$ cat config.mk
export PLATFORM = sky130hd
export DESIGN_NAME = packet_rate_shaper_unit
export DESIGN_NICKNAME = d
export VERILOG_FILES = /design/src/hdl/prs_pkg.sv /design/src/hdl/prs_datapath.sv /design/src/hdl/prs_ctrl.sv /design/src/hdl/packet_rate_shaper_unit.sv
export SDC_FILE = /design/constraint.sdc
export NUM_CORES = 2
export LEC_CHECK = 0
export BUFFER_PORTS_ARGS = -buffer_cell sky130_fd_sc_hd__buf_4
export CAP_MARGIN = 20
export CORE_MARGIN = 8
export CORE_UTILIZATION = 65
export CTS_BUF_LIST = sky130_fd_sc_hd__clkbuf_2 sky130_fd_sc_hd__clkbuf_4 sky130_fd_sc_hd__clkbuf_8
export DETAILED_ROUTE_END_ITERATION = 6
export PLACE_DENSITY_LB_ADDON = 0.12
export SLEW_MARGIN = 20
export SYNTH_ARGS = -nofsm -noshare
export SYNTH_HDL_FRONTEND = slang
export SYNTH_SLANG_ARGS = --single-unit
$ cat constraint.sdc
create_clock -name aclk -period 17.8 [get_ports aclk]
set_input_delay 1.78 -clock aclk [delete_from_list [all_inputs] [get_ports aclk]]
set_output_delay 1.78 -clock aclk [all_outputs]
set_load 0.03 [all_outputs]
$ cat src/hdl/prs_pkg.sv
// Shared types and codes for the packet rate shaper.
package prs_pkg;

    localparam int RATE_W = 24;
    localparam int USED_W = 25;

    localparam logic [1:0] KIND_ARRIVE = 2'd0;
    localparam logic [1:0] KIND_TICK   = 2'd1;
    localparam logic [1:0] KIND_FLUSH  = 2'd2;

    localparam logic [1:0] VERDICT_PASS   = 2'd0;
    localparam logic [1:0] VERDICT_QUEUED = 2'd1;
    localparam logic [1:0] VERDICT_FULL   = 2'd2;
    localparam logic [1:0] VERDICT_RATE0  = 2'd3;

    localparam logic [1:0] CFG_SEND_RATE    = 2'd0;
    localparam logic [1:0] CFG_RECV_RATE    = 2'd1;
    localparam logic [1:0] CFG_BUFFER_LIMIT = 2'd2;

    localparam logic [RATE_W-1:0] CFG_RESET_VALUE = 24'h010000;

    typedef struct packed {
        logic [1:0]  kind;
        logic        direction;
        logic [15:0] pkt_length;
        logic [15:0] pkt_handle;
        logic        drop_queued;
    } prs_in_t;

    typedef struct packed {
        logic        is_release;
        logic        out_direction;
        logic [15:0] out_handle;
        logic [15:0] out_length;
        logic [1:0]  verdict;
        logic        discarded;
        logic        last;
    } prs_out_t;

    // controller -> datapath
    typedef struct packed {
        logic       do_arrive;
        logic       do_release;
        logic       rel_dir;
        logic       rel_all;
        logic       rel_disc;
        logic [1:0] clear_used;
    } prs_cmd_t;

    // datapath -> controller
    typedef struct packed {
        logic       out_free;
        logic [1:0] nonempty;
        logic [1:0] budget;
        logic       more_same;
    } prs_sts_t;

endpackage

$ cat src/hdl/prs_datapath.sv
// Datapath: config registers, descriptor queues, byte counters, result register.
module prs_datapath #(
    parameter int QUEUE_DEPTH = 16
) (
    input  logic                      aclk,
    input  logic                      aresetn,
    input  logic                      cfg_valid,
    input  logic [1:0]                cfg_index,
    input  logic [prs_pkg::RATE_W-1:0] cfg_wdata,
    input  prs_pkg::prs_in_t          s_data,
    input  prs_pkg::prs_cmd_t         cmd,
    output prs_pkg::prs_sts_t         sts,
    output logic                      m_valid,
    output prs_pkg::prs_out_t         m_data,
    input  logic                      m_ready
);
    import prs_pkg::*;

    localparam int AW = $clog2(QUEUE_DEPTH);
    localparam int CW = $clog2(QUEUE_DEPTH + 1);
    localparam logic [CW-1:0] DEPTH_C   = CW'(QUEUE_DEPTH);
    localparam logic [AW-1:0] LAST_ADDR = AW'(QUEUE_DEPTH - 1);
    localparam logic [AW:0]   DEPTH_W   = (AW+1)'(QUEUE_DEPTH);

    logic [RATE_W-1:0] send_rate_reg, recv_rate_reg, limit_reg;
    logic [CW-1:0]     count_reg [2];
    logic [CW-1:0]     count_next [2];
    logic [AW-1:0]     head_reg [2];
    logic [AW-1:0]     head_next [2];
    logic [USED_W-1:0] used_reg [2];
    logic [USED_W-1:0] used_next [2];
    logic [USED_W-1:0] buf_reg, buf_next;
    logic              m_valid_reg, m_valid_next;
    prs_out_t          m_data_reg, m_data_next;

    logic [31:0] send_mem [QUEUE_DEPTH];
    logic [31:0] recv_mem [QUEUE_DEPTH];
    logic [31:0] rd_send_reg, rd_recv_reg;

    // arrival path
    logic              ad;
    logic [RATE_W-1:0] a_rate;
    logic [CW-1:0]     a_cnt;
    logic [USED_W:0]   a_sum, a_buf_sum;
    logic              a_pass, a_full;
    logic [1:0]        a_verdict;
    logic [AW:0]       wsum;
    logic [AW-1:0]     waddr;
    logic              wr_en;

    // release path
    logic              rd;
    logic [31:0]       r_entry;
    logic [15:0]       r_len;
    logic [RATE_W-1:0] r_rate;
    logic [CW-1:0]     r_cnt;
    logic [USED_W:0]   r_sum;
    logic [USED_W-1:0] r_used_new;
    logic              av1, r_last;

    assign ad        = s_data.direction;
    assign a_rate    = ad ? recv_rate_reg : send_rate_reg;
    assign a_cnt     = count_reg[ad];
    assign a_sum     = {1'b0, used_reg[ad]} + (USED_W+1)'(s_data.pkt_length);
    assign a_buf_sum = {1'b0, buf_reg} + (USED_W+1)'(s_data.pkt_length);
    assign a_pass    = (a_cnt == '0) && (a_sum <= (USED_W+1)'(a_rate));
    assign a_full    = (a_buf_sum > (USED_W+1)'(limit_reg)) || (a_cnt >= DEPTH_C);
    assign wsum      = {1'b0, head_reg[ad]} + (AW+1)'(a_cnt);
    assign waddr     = (wsum >= DEPTH_W) ? AW'(wsum - DEPTH_W) : AW'(wsum);

    always_comb begin
        if (a_rate == '0) begin
            a_verdict = VERDICT_RATE0;
        end else if (a_pass) begin
            a_verdict = VERDICT_PASS;
        end else if (a_full) begin
            a_verdict = VERDICT_FULL;
        end else begin
            a_verdict = VERDICT_QUEUED;
        end
    end

    assign wr_en = cmd.do_arrive && (a_verdict == VERDICT_QUEUED);

    assign rd         = cmd.rel_dir;
    assign r_entry    = rd ? rd_recv_reg : rd_send_reg;
    assign r_len      = r_entry[15:0];
    assign r_rate     = rd ? recv_rate_reg : send_rate_reg;
    assign r_cnt      = count_reg[rd];
    assign r_sum      = {1'b0, used_reg[rd]} + (USED_W+1)'(r_len);
    assign r_used_new = r_sum[USED_W] ? {USED_W{1'b1}} : r_sum[USED_W-1:0];

    assign sts.out_free    = !m_valid_reg || m_ready;
    assign sts.nonempty[0] = (count_reg[0] != '0);
    assign sts.nonempty[1] = (count_reg[1] != '0);
    assign sts.budget[0]   = (send_rate_reg == '0) || (used_reg[0] < USED_W'(send_rate_reg));
    assign sts.budget[1]   = (recv_rate_reg == '0) || (used_reg[1] < USED_W'(recv_rate_reg));
    assign sts.more_same   = (r_cnt > CW'(1)) &&
                             (cmd.rel_all || (r_rate == '0) || (r_sum < (USED_W+1)'(r_rate)));

    // receive queue still pending after the send queue runs dry
    assign av1    = sts.nonempty[1] && (cmd.rel_all || sts.budget[1]);
    assign r_last = !(sts.more_same || (!rd && av1));

    always_comb begin
        count_next   = count_reg;
        head_next    = head_reg;
        used_next    = used_reg;
        buf_next     = buf_reg;
        m_valid_next = m_valid_reg && !m_ready;
        m_data_next  = m_data_reg;
        if (cmd.do_arrive) begin
            if (a_verdict == VERDICT_PASS) begin
                used_next[ad] = a_sum[USED_W-1:0];
            end
            if (a_verdict == VERDICT_QUEUED) begin
                count_next[ad] = a_cnt + CW'(1);
                buf_next       = a_buf_sum[USED_W-1:0];
            end
            m_valid_next              = 1'b1;
            m_data_next.is_release    = 1'b0;
            m_data_next.out_direction = ad;
            m_data_next.out_handle    = s_data.pkt_handle;
            m_data_next.out_length    = s_data.pkt_length;
            m_data_next.verdict       = a_verdict;
            m_data_next.discarded     = 1'b0;
            m_data_next.last          = 1'b1;
        end
        if (cmd.do_release) begin
            head_next[rd]  = (head_reg[rd] == LAST_ADDR) ? '0 : head_reg[rd] + AW'(1);
            count_next[rd] = r_cnt - CW'(1);
            used_next[rd]  = r_used_new;
            buf_next       = (buf_reg >= USED_W'(r_len)) ? buf_reg - USED_W'(r_len) : '0;
            m_valid_next              = 1'b1;
            m_data_next.is_release    = 1'b1;
            m_data_next.out_direction = rd;
            m_data_next.out_handle    = r_entry[31:16];
            m_data_next.out_length    = r_len;
            m_data_next.verdict       = VERDICT_PASS;
            m_data_next.discarded     = cmd.rel_disc;
            m_data_next.last          = r_last;
        end
        if (cmd.clear_used[0]) begin
            used_next[0] = '0;
        end
        if (cmd.clear_used[1]) begin
            used_next[1] = '0;
        end
    end

    always_ff @(posedge aclk) begin
        if (!aresetn) begin
            send_rate_reg <= CFG_RESET_VALUE;
            recv_rate_reg <= CFG_RESET_VALUE;
            limit_reg     <= CFG_RESET_VALUE;
            count_reg[0]  <= '0;
            count_reg[1]  <= '0;
            head_reg[0]   <= '0;
            head_reg[1]   <= '0;
            used_reg[0]   <= '0;
            used_reg[1]   <= '0;
            buf_reg       <= '0;
            m_valid_reg   <= 1'b0;
        end else begin
            if (cfg_valid) begin
                case (cfg_index)
                    CFG_SEND_RATE:    send_rate_reg <= cfg_wdata;
                    CFG_RECV_RATE:    recv_rate_reg <= cfg_wdata;
                    CFG_BUFFER_LIMIT: limit_reg     <= cfg_wdata;
                    default: ;
                endcase
            end
            count_reg   <= count_next;
            head_reg    <= head_next;
            used_reg    <= used_next;
            buf_reg     <= buf_next;
            m_valid_reg <= m_valid_next;
        end
    end

    always_ff @(posedge aclk) begin
        m_data_reg <= m_data_next;
    end

    // descriptor stores, registered read at the queue head
    always_ff @(posedge aclk) begin
        if (wr_en && !ad) begin
            send_mem[waddr] <= {s_data.pkt_handle, s_data.pkt_length};
        end
        rd_send_reg <= send_mem[head_reg[0]];
    end

    always_ff @(posedge aclk) begin
        if (wr_en && ad) begin
            recv_mem[waddr] <= {s_data.pkt_handle, s_data.pkt_length};
        end
        rd_recv_reg <= recv_mem[head_reg[1]];
    end

    assign m_valid = m_valid_reg;
    assign m_data  = m_data_reg;

endmodule

$ cat src/hdl/prs_ctrl.sv
// Controller: accepts requests and sequences queue drains for tick and flush.
module prs_ctrl (
    input  logic              aclk,
    input  logic              aresetn,
    input  logic              s_valid,
    output logic              s_ready,
    input  prs_pkg::prs_in_t  s_data,
    input  prs_pkg::prs_sts_t sts,
    output prs_pkg::prs_cmd_t cmd
);
    import prs_pkg::*;

    typedef enum logic [1:0] {
        ST_IDLE,
        ST_FETCH,
        ST_EMIT
    } state_t;

    state_t state_reg, state_next;
    logic   dir_reg, dir_next;
    logic   all_reg, all_next;
    logic   disc_reg, disc_next;

    logic   req_all;
    logic   av0_req, av1_req, av1_cur;

    assign s_ready = (state_reg == ST_IDLE) && sts.out_free;

    assign req_all = (s_data.kind == KIND_FLUSH);
    assign av0_req = sts.nonempty[0] && (req_all || sts.budget[0]);
    assign av1_req = sts.nonempty[1] && (req_all || sts.budget[1]);
    assign av1_cur = sts.nonempty[1] && (all_reg || sts.budget[1]);

    always_comb begin
        state_next     = state_reg;
        dir_next       = dir_reg;
        all_next       = all_reg;
        disc_next      = disc_reg;
        cmd            = '0;
        cmd.rel_dir    = dir_reg;
        cmd.rel_all    = all_reg;
        cmd.rel_disc   = disc_reg;
        case (state_reg)
            ST_IDLE: begin
                if (s_valid && s_ready) begin
                    case (s_data.kind)
                        KIND_ARRIVE: cmd.do_arrive = 1'b1;
                        KIND_TICK, KIND_FLUSH: begin
                            all_next  = req_all;
                            disc_next = req_all && s_data.drop_queued;
                            if (av0_req) begin
                                dir_next   = 1'b0;
                                state_next = ST_FETCH;
                            end else begin
                                cmd.clear_used[0] = 1'b1;
                                if (av1_req) begin
                                    dir_next   = 1'b1;
                                    state_next = ST_FETCH;
                                end else begin
                                    cmd.clear_used[1] = 1'b1;
                                end
                            end
                        end
                        default: ;
                    endcase
                end
            end
            ST_FETCH: state_next = ST_EMIT;
            ST_EMIT: begin
                if (sts.out_free) begin
                    cmd.do_release = 1'b1;
                    if (sts.more_same) begin
                        state_next = ST_FETCH;
                    end else begin
                        cmd.clear_used[dir_reg] = 1'b1;
                        if (!dir_reg && av1_cur) begin
                            dir_next   = 1'b1;
                            state_next = ST_FETCH;
                        end else begin
                            cmd.clear_used[1] = 1'b1;
                            state_next        = ST_IDLE;
                        end
                    end
                end
            end
            default: state_next = ST_IDLE;
        endcase
    end

    always_ff @(posedge aclk) begin
        if (!aresetn) begin
            state_reg <= ST_IDLE;
            dir_reg   <= 1'b0;
            all_reg   <= 1'b0;
            disc_reg  <= 1'b0;
        end else begin
            state_reg <= state_next;
            dir_reg   <= dir_next;
            all_reg   <= all_next;
            disc_reg  <= disc_next;
        end
    end

endmodule

$ cat src/hdl/packet_rate_shaper_unit.sv
// Top level of the two-direction per-tick byte budget packet shaper.
// Arrival: verdict appears on m_ in the cycle after the request; one arrival per
//   cycle while m_ is free and no drain runs. Tick or flush: accepted in IDLE,
//   then FETCH and EMIT per packet, for the registered descriptor store read.
// A tick or flush with nothing to release is done in its accept cycle.
// Reset (aresetn low, synchronous): queues empty, byte counters zero, all three
//   config registers 65536; descriptor stores are not cleared.
module packet_rate_shaper_unit #(
    parameter int QUEUE_DEPTH = 16
) (
    input  logic                       aclk,
    input  logic                       aresetn,
    // packet / tick / flush requests
    input  logic                       s_valid,
    output logic                       s_ready,
    input  prs_pkg::prs_in_t           s_data,
    // verdicts and releases
    output logic                       m_valid,
    input  logic                       m_ready,
    output prs_pkg::prs_out_t          m_data,
    // config writes
    input  logic                       cfg_valid,
    output logic                       cfg_ready,
    input  logic [1:0]                 cfg_index,
    input  logic [prs_pkg::RATE_W-1:0] cfg_wdata
);
    import prs_pkg::*;

    prs_cmd_t cmd;
    prs_sts_t sts;

    // config writes land at once; user keeps them issued only while idle, unguarded
    assign cfg_ready = 1'b1;

    // Controller: IDLE takes a request when the result register is free.
    // Arrivals are judged in that cycle; tick and flush walk send then receive,
    // alternating FETCH (head read) and EMIT (pop into the result register).
    prs_ctrl u_ctrl (
        .aclk    (aclk),
        .aresetn (aresetn),
        .s_valid (s_valid),
        .s_ready (s_ready),
        .s_data  (s_data),
        .sts     (sts),
        .cmd     (cmd)
    );

    // Datapath: rates, limit, per-direction queues and used counts, and the
    // output register that decouples results from the next request.
    prs_datapath #(
        .QUEUE_DEPTH (QUEUE_DEPTH)
    ) u_datapath (
        .aclk      (aclk),
        .aresetn   (aresetn),
        .cfg_valid (cfg_valid && cfg_ready),
        .cfg_index (cfg_index),
        .cfg_wdata (cfg_wdata),
        .s_data    (s_data),
        .cmd       (cmd),
        .sts       (sts),
        .m_valid   (m_valid),
        .m_data    (m_data),
        .m_ready   (m_ready)
    );

endmodule

Yosys cells after proc, flatten, opt, wreduce, memory -nomap -nowiden --
Memory sizes are Yosys's and may differ from the RTL's. A register that Yosys moved wholly into a read port is not among the register bits. Cells that the tools add are included.
Storage, ports and cells: word-level logic and storage cells 211, memories kept 2, output and inout port bits 41, flip-flop bits (word level) 209, bits in writable memories 1024, input port bits 67, memory bits (read-only) 0, latch bits 0
Memories:
- u_datapath.recv_mem | depth 16, width 32, rd ports 1, clocked after memory_dff 1, wr ports 1, line prs_datapath.sv:37 | logic [31:0] recv_mem [QUEUE_DEPTH];
- u_datapath.send_mem | depth 16, width 32, rd ports 1, clocked after memory_dff 1, wr ports 1, line prs_datapath.sv:36 | logic [31:0] send_mem [QUEUE_DEPTH];
Operators by class: magnitude comparators 15, reduce and logical (&&, ||, !) cells 55, mux-type cells 91, div/mod/pow operators 0, eq/ne operators 14, bitwise logic cells 3, add/sub/neg operators 9, shift-type cells 0, multiply operators 0
Operator list (number):
- $mux 25 | 13
- $mux 50 | 3
- $bwmux 50 | 2
- $logic_not 24->1 | 4
- $add 25x16->26 | 3
- $mux 37 | 2
- $demux 25 s1 | 2
- $lt 25x24->1 | 2
- $mux 24 | 2
- $mux 5 | 8
- $mux 4 | 9
- $mux 32 | 1
- $mux 10 | 3
- $mux 2 | 14
- $gt 26x24->1 | 1
- $le 26x24->1 | 1
- $lt 26x24->1 | 1
- $ge 25x16->1 | 1
- $sub 25x16->25 | 1
- $mux 1 | 22
- $bwmux 10 | 2
- $logic_and 1x1->1 | 16
- $demux 5 s1 | 2
- $ge 5x5->1 const B | 2
- other kinds (35) | 70

Depth between registers and ports, before layout --
depth after elaboration 14, mapped depth 31, depth with buffers taken out 24

Hierarchy --
A second synthesis with hierarchy kept.
Second synthesis, totals: cells, all modules 3654, area total of the unflattened synthesis 57127.3 µm²
By module, submodules not included:
- prs_datapath | cells an instance 3602, instances 1, area each 56725.7 µm², seq. area each 36465.0 µm²
- prs_ctrl | cells an instance 50, instances 1, area each 390.4 µm², seq. area each 100.1 µm²
- packet_rate_shaper_unit | cells an instance 2, instances 1, area each 11.3 µm², seq. area each 0.0 µm²

Least setup slack after synthesis --
No wires, ideal clock.
path kind input to register, start point in s_data[33] (netlist name), end point mem u_datapath.recv_mem[13][0] (enable), path slack 8.611 ns, buffers on the path 8, setup time 0.421 ns, required time 17.379 ns, cell stages on the path 28, arrival time 8.768 ns, cells stage by stage buf_2 -> buf_2 -> buf_2 -> buf_2 -> buf_1 -> buf_1 -> buf_2 -> o21ai_0 -> ha_1 -> inv_1 -> fa_1 -> nor2b_1 -> o31a_1 -> o31a_1 -> o21a_1 -> o21a_1 -> o311ai_0 -> ha_1 -> a21o_1 -> nand3_1 -> a2111oi_0 -> a211o_1 -> o21ai_0 -> o21a_1 -> a2111oi_2 -> buf_2 -> nand3_1 -> nor2_1
Between the ends: word-level cells in the longest chain between the ends 14, elaborated cells on any way between the ends 30, those cells by class 3 x add/sub; 3 x order compare; 1 x eq/ne; 16 x mux; 1 x bitwise; 6 x reduce/logical
Ends and longest elaborated chain:
- start: declaration | line packet_rate_shaper_unit.sv:16 | input prs_pkg::prs_in_t s_data,
- $not 1->2 (implied by the code) | line prs_datapath.sv:63, prs_datapath.sv:64, prs_datapath.sv:68
- $mux 25 (implied by the code) / $mux 5 (equally long branches) (3 in a row) | line prs_datapath.sv:64, prs_datapath.sv:63
- $add 25x16->26 / $ge 5x5->1 (equally long branches) | line prs_datapath.sv:64, prs_datapath.sv:67
- $le 26x24->1 / $logic_or 1x1->1 (equally long branches) | line prs_datapath.sv:66, prs_datapath.sv:67
- $logic_and 1x1->1 / $mux 2 (equally long branches) | line prs_datapath.sv:66, prs_datapath.sv:76
- $mux 2 | line prs_datapath.sv:74 | end else if (a_pass) begin
- $mux 2 | line prs_datapath.sv:72 | if (a_rate == '0) begin
- $eq 2x1->1 | line prs_datapath.sv:83 | assign wr_en = cmd.do_arrive && (a_verdict == VERDICT_QUEUED);
- $logic_and 1x1->1 | line prs_datapath.sv:83
- $logic_and 1x1->1 | line prs_datapath.sv:194 | if (wr_en && ad) begin
- $mux 1 | line prs_datapath.sv:194
- $mux 1 (implied by the code) | line prs_datapath.sv:195 | recv_mem[waddr] <= {s_data.pkt_handle, s_data.pkt_length};
- end: declaration | line prs_datapath.sv:37
Several ways; a longest one is shown, not always the timed one. The select of a mux whose other input is x is not followed.

Worst setup path in the final report --
start point in s_data[33] (netlist name), end point mem u_datapath.recv_mem[4][7] (enable)
The elaborated chain is that of the path after synthesis.

==> reports/summary.txt <==
Status = finished, violations left
Failing checks = DRC
#FFs+latches synth = 1297
Crit end category = flip-flop
Die ar. = 0.0980 mm^2
Vias = 35200
Min Tclk post-route = 8.84 ns
Setup TNS = 0 ns
Slew Limit Fails = 0
Die height = 313 um
Num Clock Sinks = 1297
Critical path's top delay family = simple AND/OR/NAND/NOR gates
TritonRoute pass-1 iters = 7
Remaining Overflow, GRT = 0
Dpl hpwl = 103 mm
Critical path peak fanout = 64
Die X = 313 um
Commonest cells post-synth = edfxtp_1, mux4_2, nand2_1
Area of the multi-input gates = 0.0198 mm^2
Total CTS buffers = 196
Critical Path AT = 9.29 ns
Vias in the first global route = 34900
Clock Skew = 0.0691 ns
Cell Chain, Critical Path = buf_4 > mux2_2 > ha_1 > nand4_1 > a211oi_1 > a21oi_1 > a21oi_1 > nand2_1 > xor2_1 > ha_1 > nand3_1 > nor4_1 > o221a_2 > o21ai_0 > o21a_1 > a2111oi_2 > buf_4 > nand3_1 > nor2_4
Starting Density = 0.652
Register area share after synthesis = 0.637
Number of port buffers = 106
FFs w/ async S/R, synth = 0
Ports = 108
Final hold viol count = 0
Max incr delay on CP = 1.00 ns
# nets final = 4114
Clock Latency Late Sink = 0.88 ns
Seq. cell area = 0.0366 mm^2
Peak VDD IR = 0.000102 V
Post-Synthesis Cells = 3691
Max Fclk = 0.113 GHz
Setup WS post-layout = 8.96 ns
Layout area overhead = 11.3%
Routability cong. = 1.02
Post-synth EDFFs = 1059
Most common cell in the synthesized netlist = edfxtp_1
P_leak = 0.0215 uW
Yosys top cell area share = 0.554
Global-route wire length before repair = 229 mm
Total routed wirelength = 158 mm
Share of layout cells above drive strength 1 = 0.236
Remaining antenna violation count = 0
Final Setup Violations = 0
Rows = 109
DR iter-0 viols = 4563
RSZ-0062 raised after global routing = false
Dominant cell type by area after synthesis = edfxtp_1
Reg clk slew, reported paths = 0.06 ns
Placed Area = 0.0594 mm^2
Power Dens Cells = 99.8 mW/mm^2
Setup CP Type = primary input to flip-flop
Largest net degree at the start of global routing = 91
Req. time, crit path = 18.25 ns
Post-Place Setup Slack = 8.31 ns
Post-CTS Setup Inserts = 0
Synth cell types = 90
Syn avg cell area = 15.5 um^2
CTS tree = yes
Hold Path Class = flip-flop to flip-flop
Non-filler instance count after layout = 5186
GR Util All Layers = 0.318
Placed Cells = 4809
H-tree depth = 4
Remaining DRCs = 1
# hold bufs at CTS = 0
Crit start category = primary input
Filler cell count = 5301
CTS resizes = 0
Via-to-Cell Ratio = 6.78
CP Buf/Inv Count = 2
Period utilization = 0.496
Core Area = 0.0880 mm^2
Synth Cell Area = 0.0574 mm^2
Deepest clock path buffer count = 3
Worst rel slew slack = 0.230
Initial antenna violation count = 6
Max-cap viol count = 0
Syn nets = 3954
Post-route cell area = 0.0638 mm^2
Post-DR wirelength/cell = 30.5 um
Ys flop type = edfxtp_1
Slowest CP cell = nor2_4
Ys Warns = 0
Root Driver = clkbuf_8
Slew @ Worst Pin = 1.15 ns
Top post-synthesis cells by area = edfxtp_1, mux4_2, dfxtp_1
[cell usage in the layout, fill, tap and decap left out, drive strengths merged, types with 116 or more instances in the layout]
cell type | Yosys | final
edfxtp | 1059 | 1059
mux4 | 320 | 320
clkbuf | 122 | 281
nand2 | 270 | 270
dfxtp | 238 | 238
ha | 191 | 191
a21oi | 186 | 186
nor2 | 159 | 159
buf | 62 | 146
inv | 136 | 143
mux2i | 116 | 116
[tightest hold or removal path, delay by kind of cell (launching register included)]
family | cells | cell delay, ns
simple gates | 1 | 0.05
compound gates | 1 | 0.05
flops | 1 | 0.30
[metal layers]
layer / wire length (um) / track usage
met5: 13 / 0
met4: 8160 / 0.160
met3: 16000 / 0.0668
met2: 73500 / 0.488
met1: 60300 / 0.434
[path summary, 6_finish.rpt]
path	slack, ns	end	start	cells past startpoint
max	8.96	u_datapath.recv_mem[4][7]	s_data[33]	19
min	0.46	u_ctrl.disc_reg	u_ctrl.disc_reg	2
max reg2reg	10.18	u_datapath.used_reg[14]	u_ctrl.dir_reg	21
min reg2reg	0.46	u_ctrl.disc_reg	u_ctrl.disc_reg	2
[cell families after synthesis]
| kind of cell | Yosys count | synth area share |
|---|---|---|
| mux | 511 | 0.161 |
| fa+ha+maj | 196 | 0.0434 |
| buf+inv | 320 | 0.0220 |
| simple gates | 695 | 0.0563 |
| compound gates | 591 | 0.0680 |
| other cells | 1 | 0.0000654 |
| flops | 1297 | 0.637 |
| xor+xnor | 80 | 0.0122 |
[final cells by class]
| type | count | area share |
|---|---|---|
| Clock inverter | 83 | 0.0107 |
| Timing Repair Buffer | 146 | 0.0197 |
| Antenna cell | 4 | 0.000157 |
| Clock buffer | 281 | 0.0549 |
| Multi-Input combinational cell | 2074 | 0.311 |
| Tap cell | 1165 | 0.0228 |
| Sequential cell | 1297 | 0.573 |
| Inverter | 136 | 0.00800 |
[report_power, final]
part	internal (uW)	leakage (uW)	total [uW]	switching [uW]
logic	158	0.00783	467	309
clock network	1400	0.00223	2570	1180
registers	3300	0.0115	3330	28.9
[stage by stage]
stage / utilization / hold slack [ns] / total power [uW]
floorplan: - / 0.427 / 3660
global placement: 0.675 / 0.438 / 3830
detailed placement: 0.675 / 0.447 / 3850
CTS: 0.723 / 0.456 / 6380
global route: 0.726 / 0.483 / 6550
finish: 0.726 / 0.455 / 6370
No activity file was read; power rests on OpenSTA's default activity.
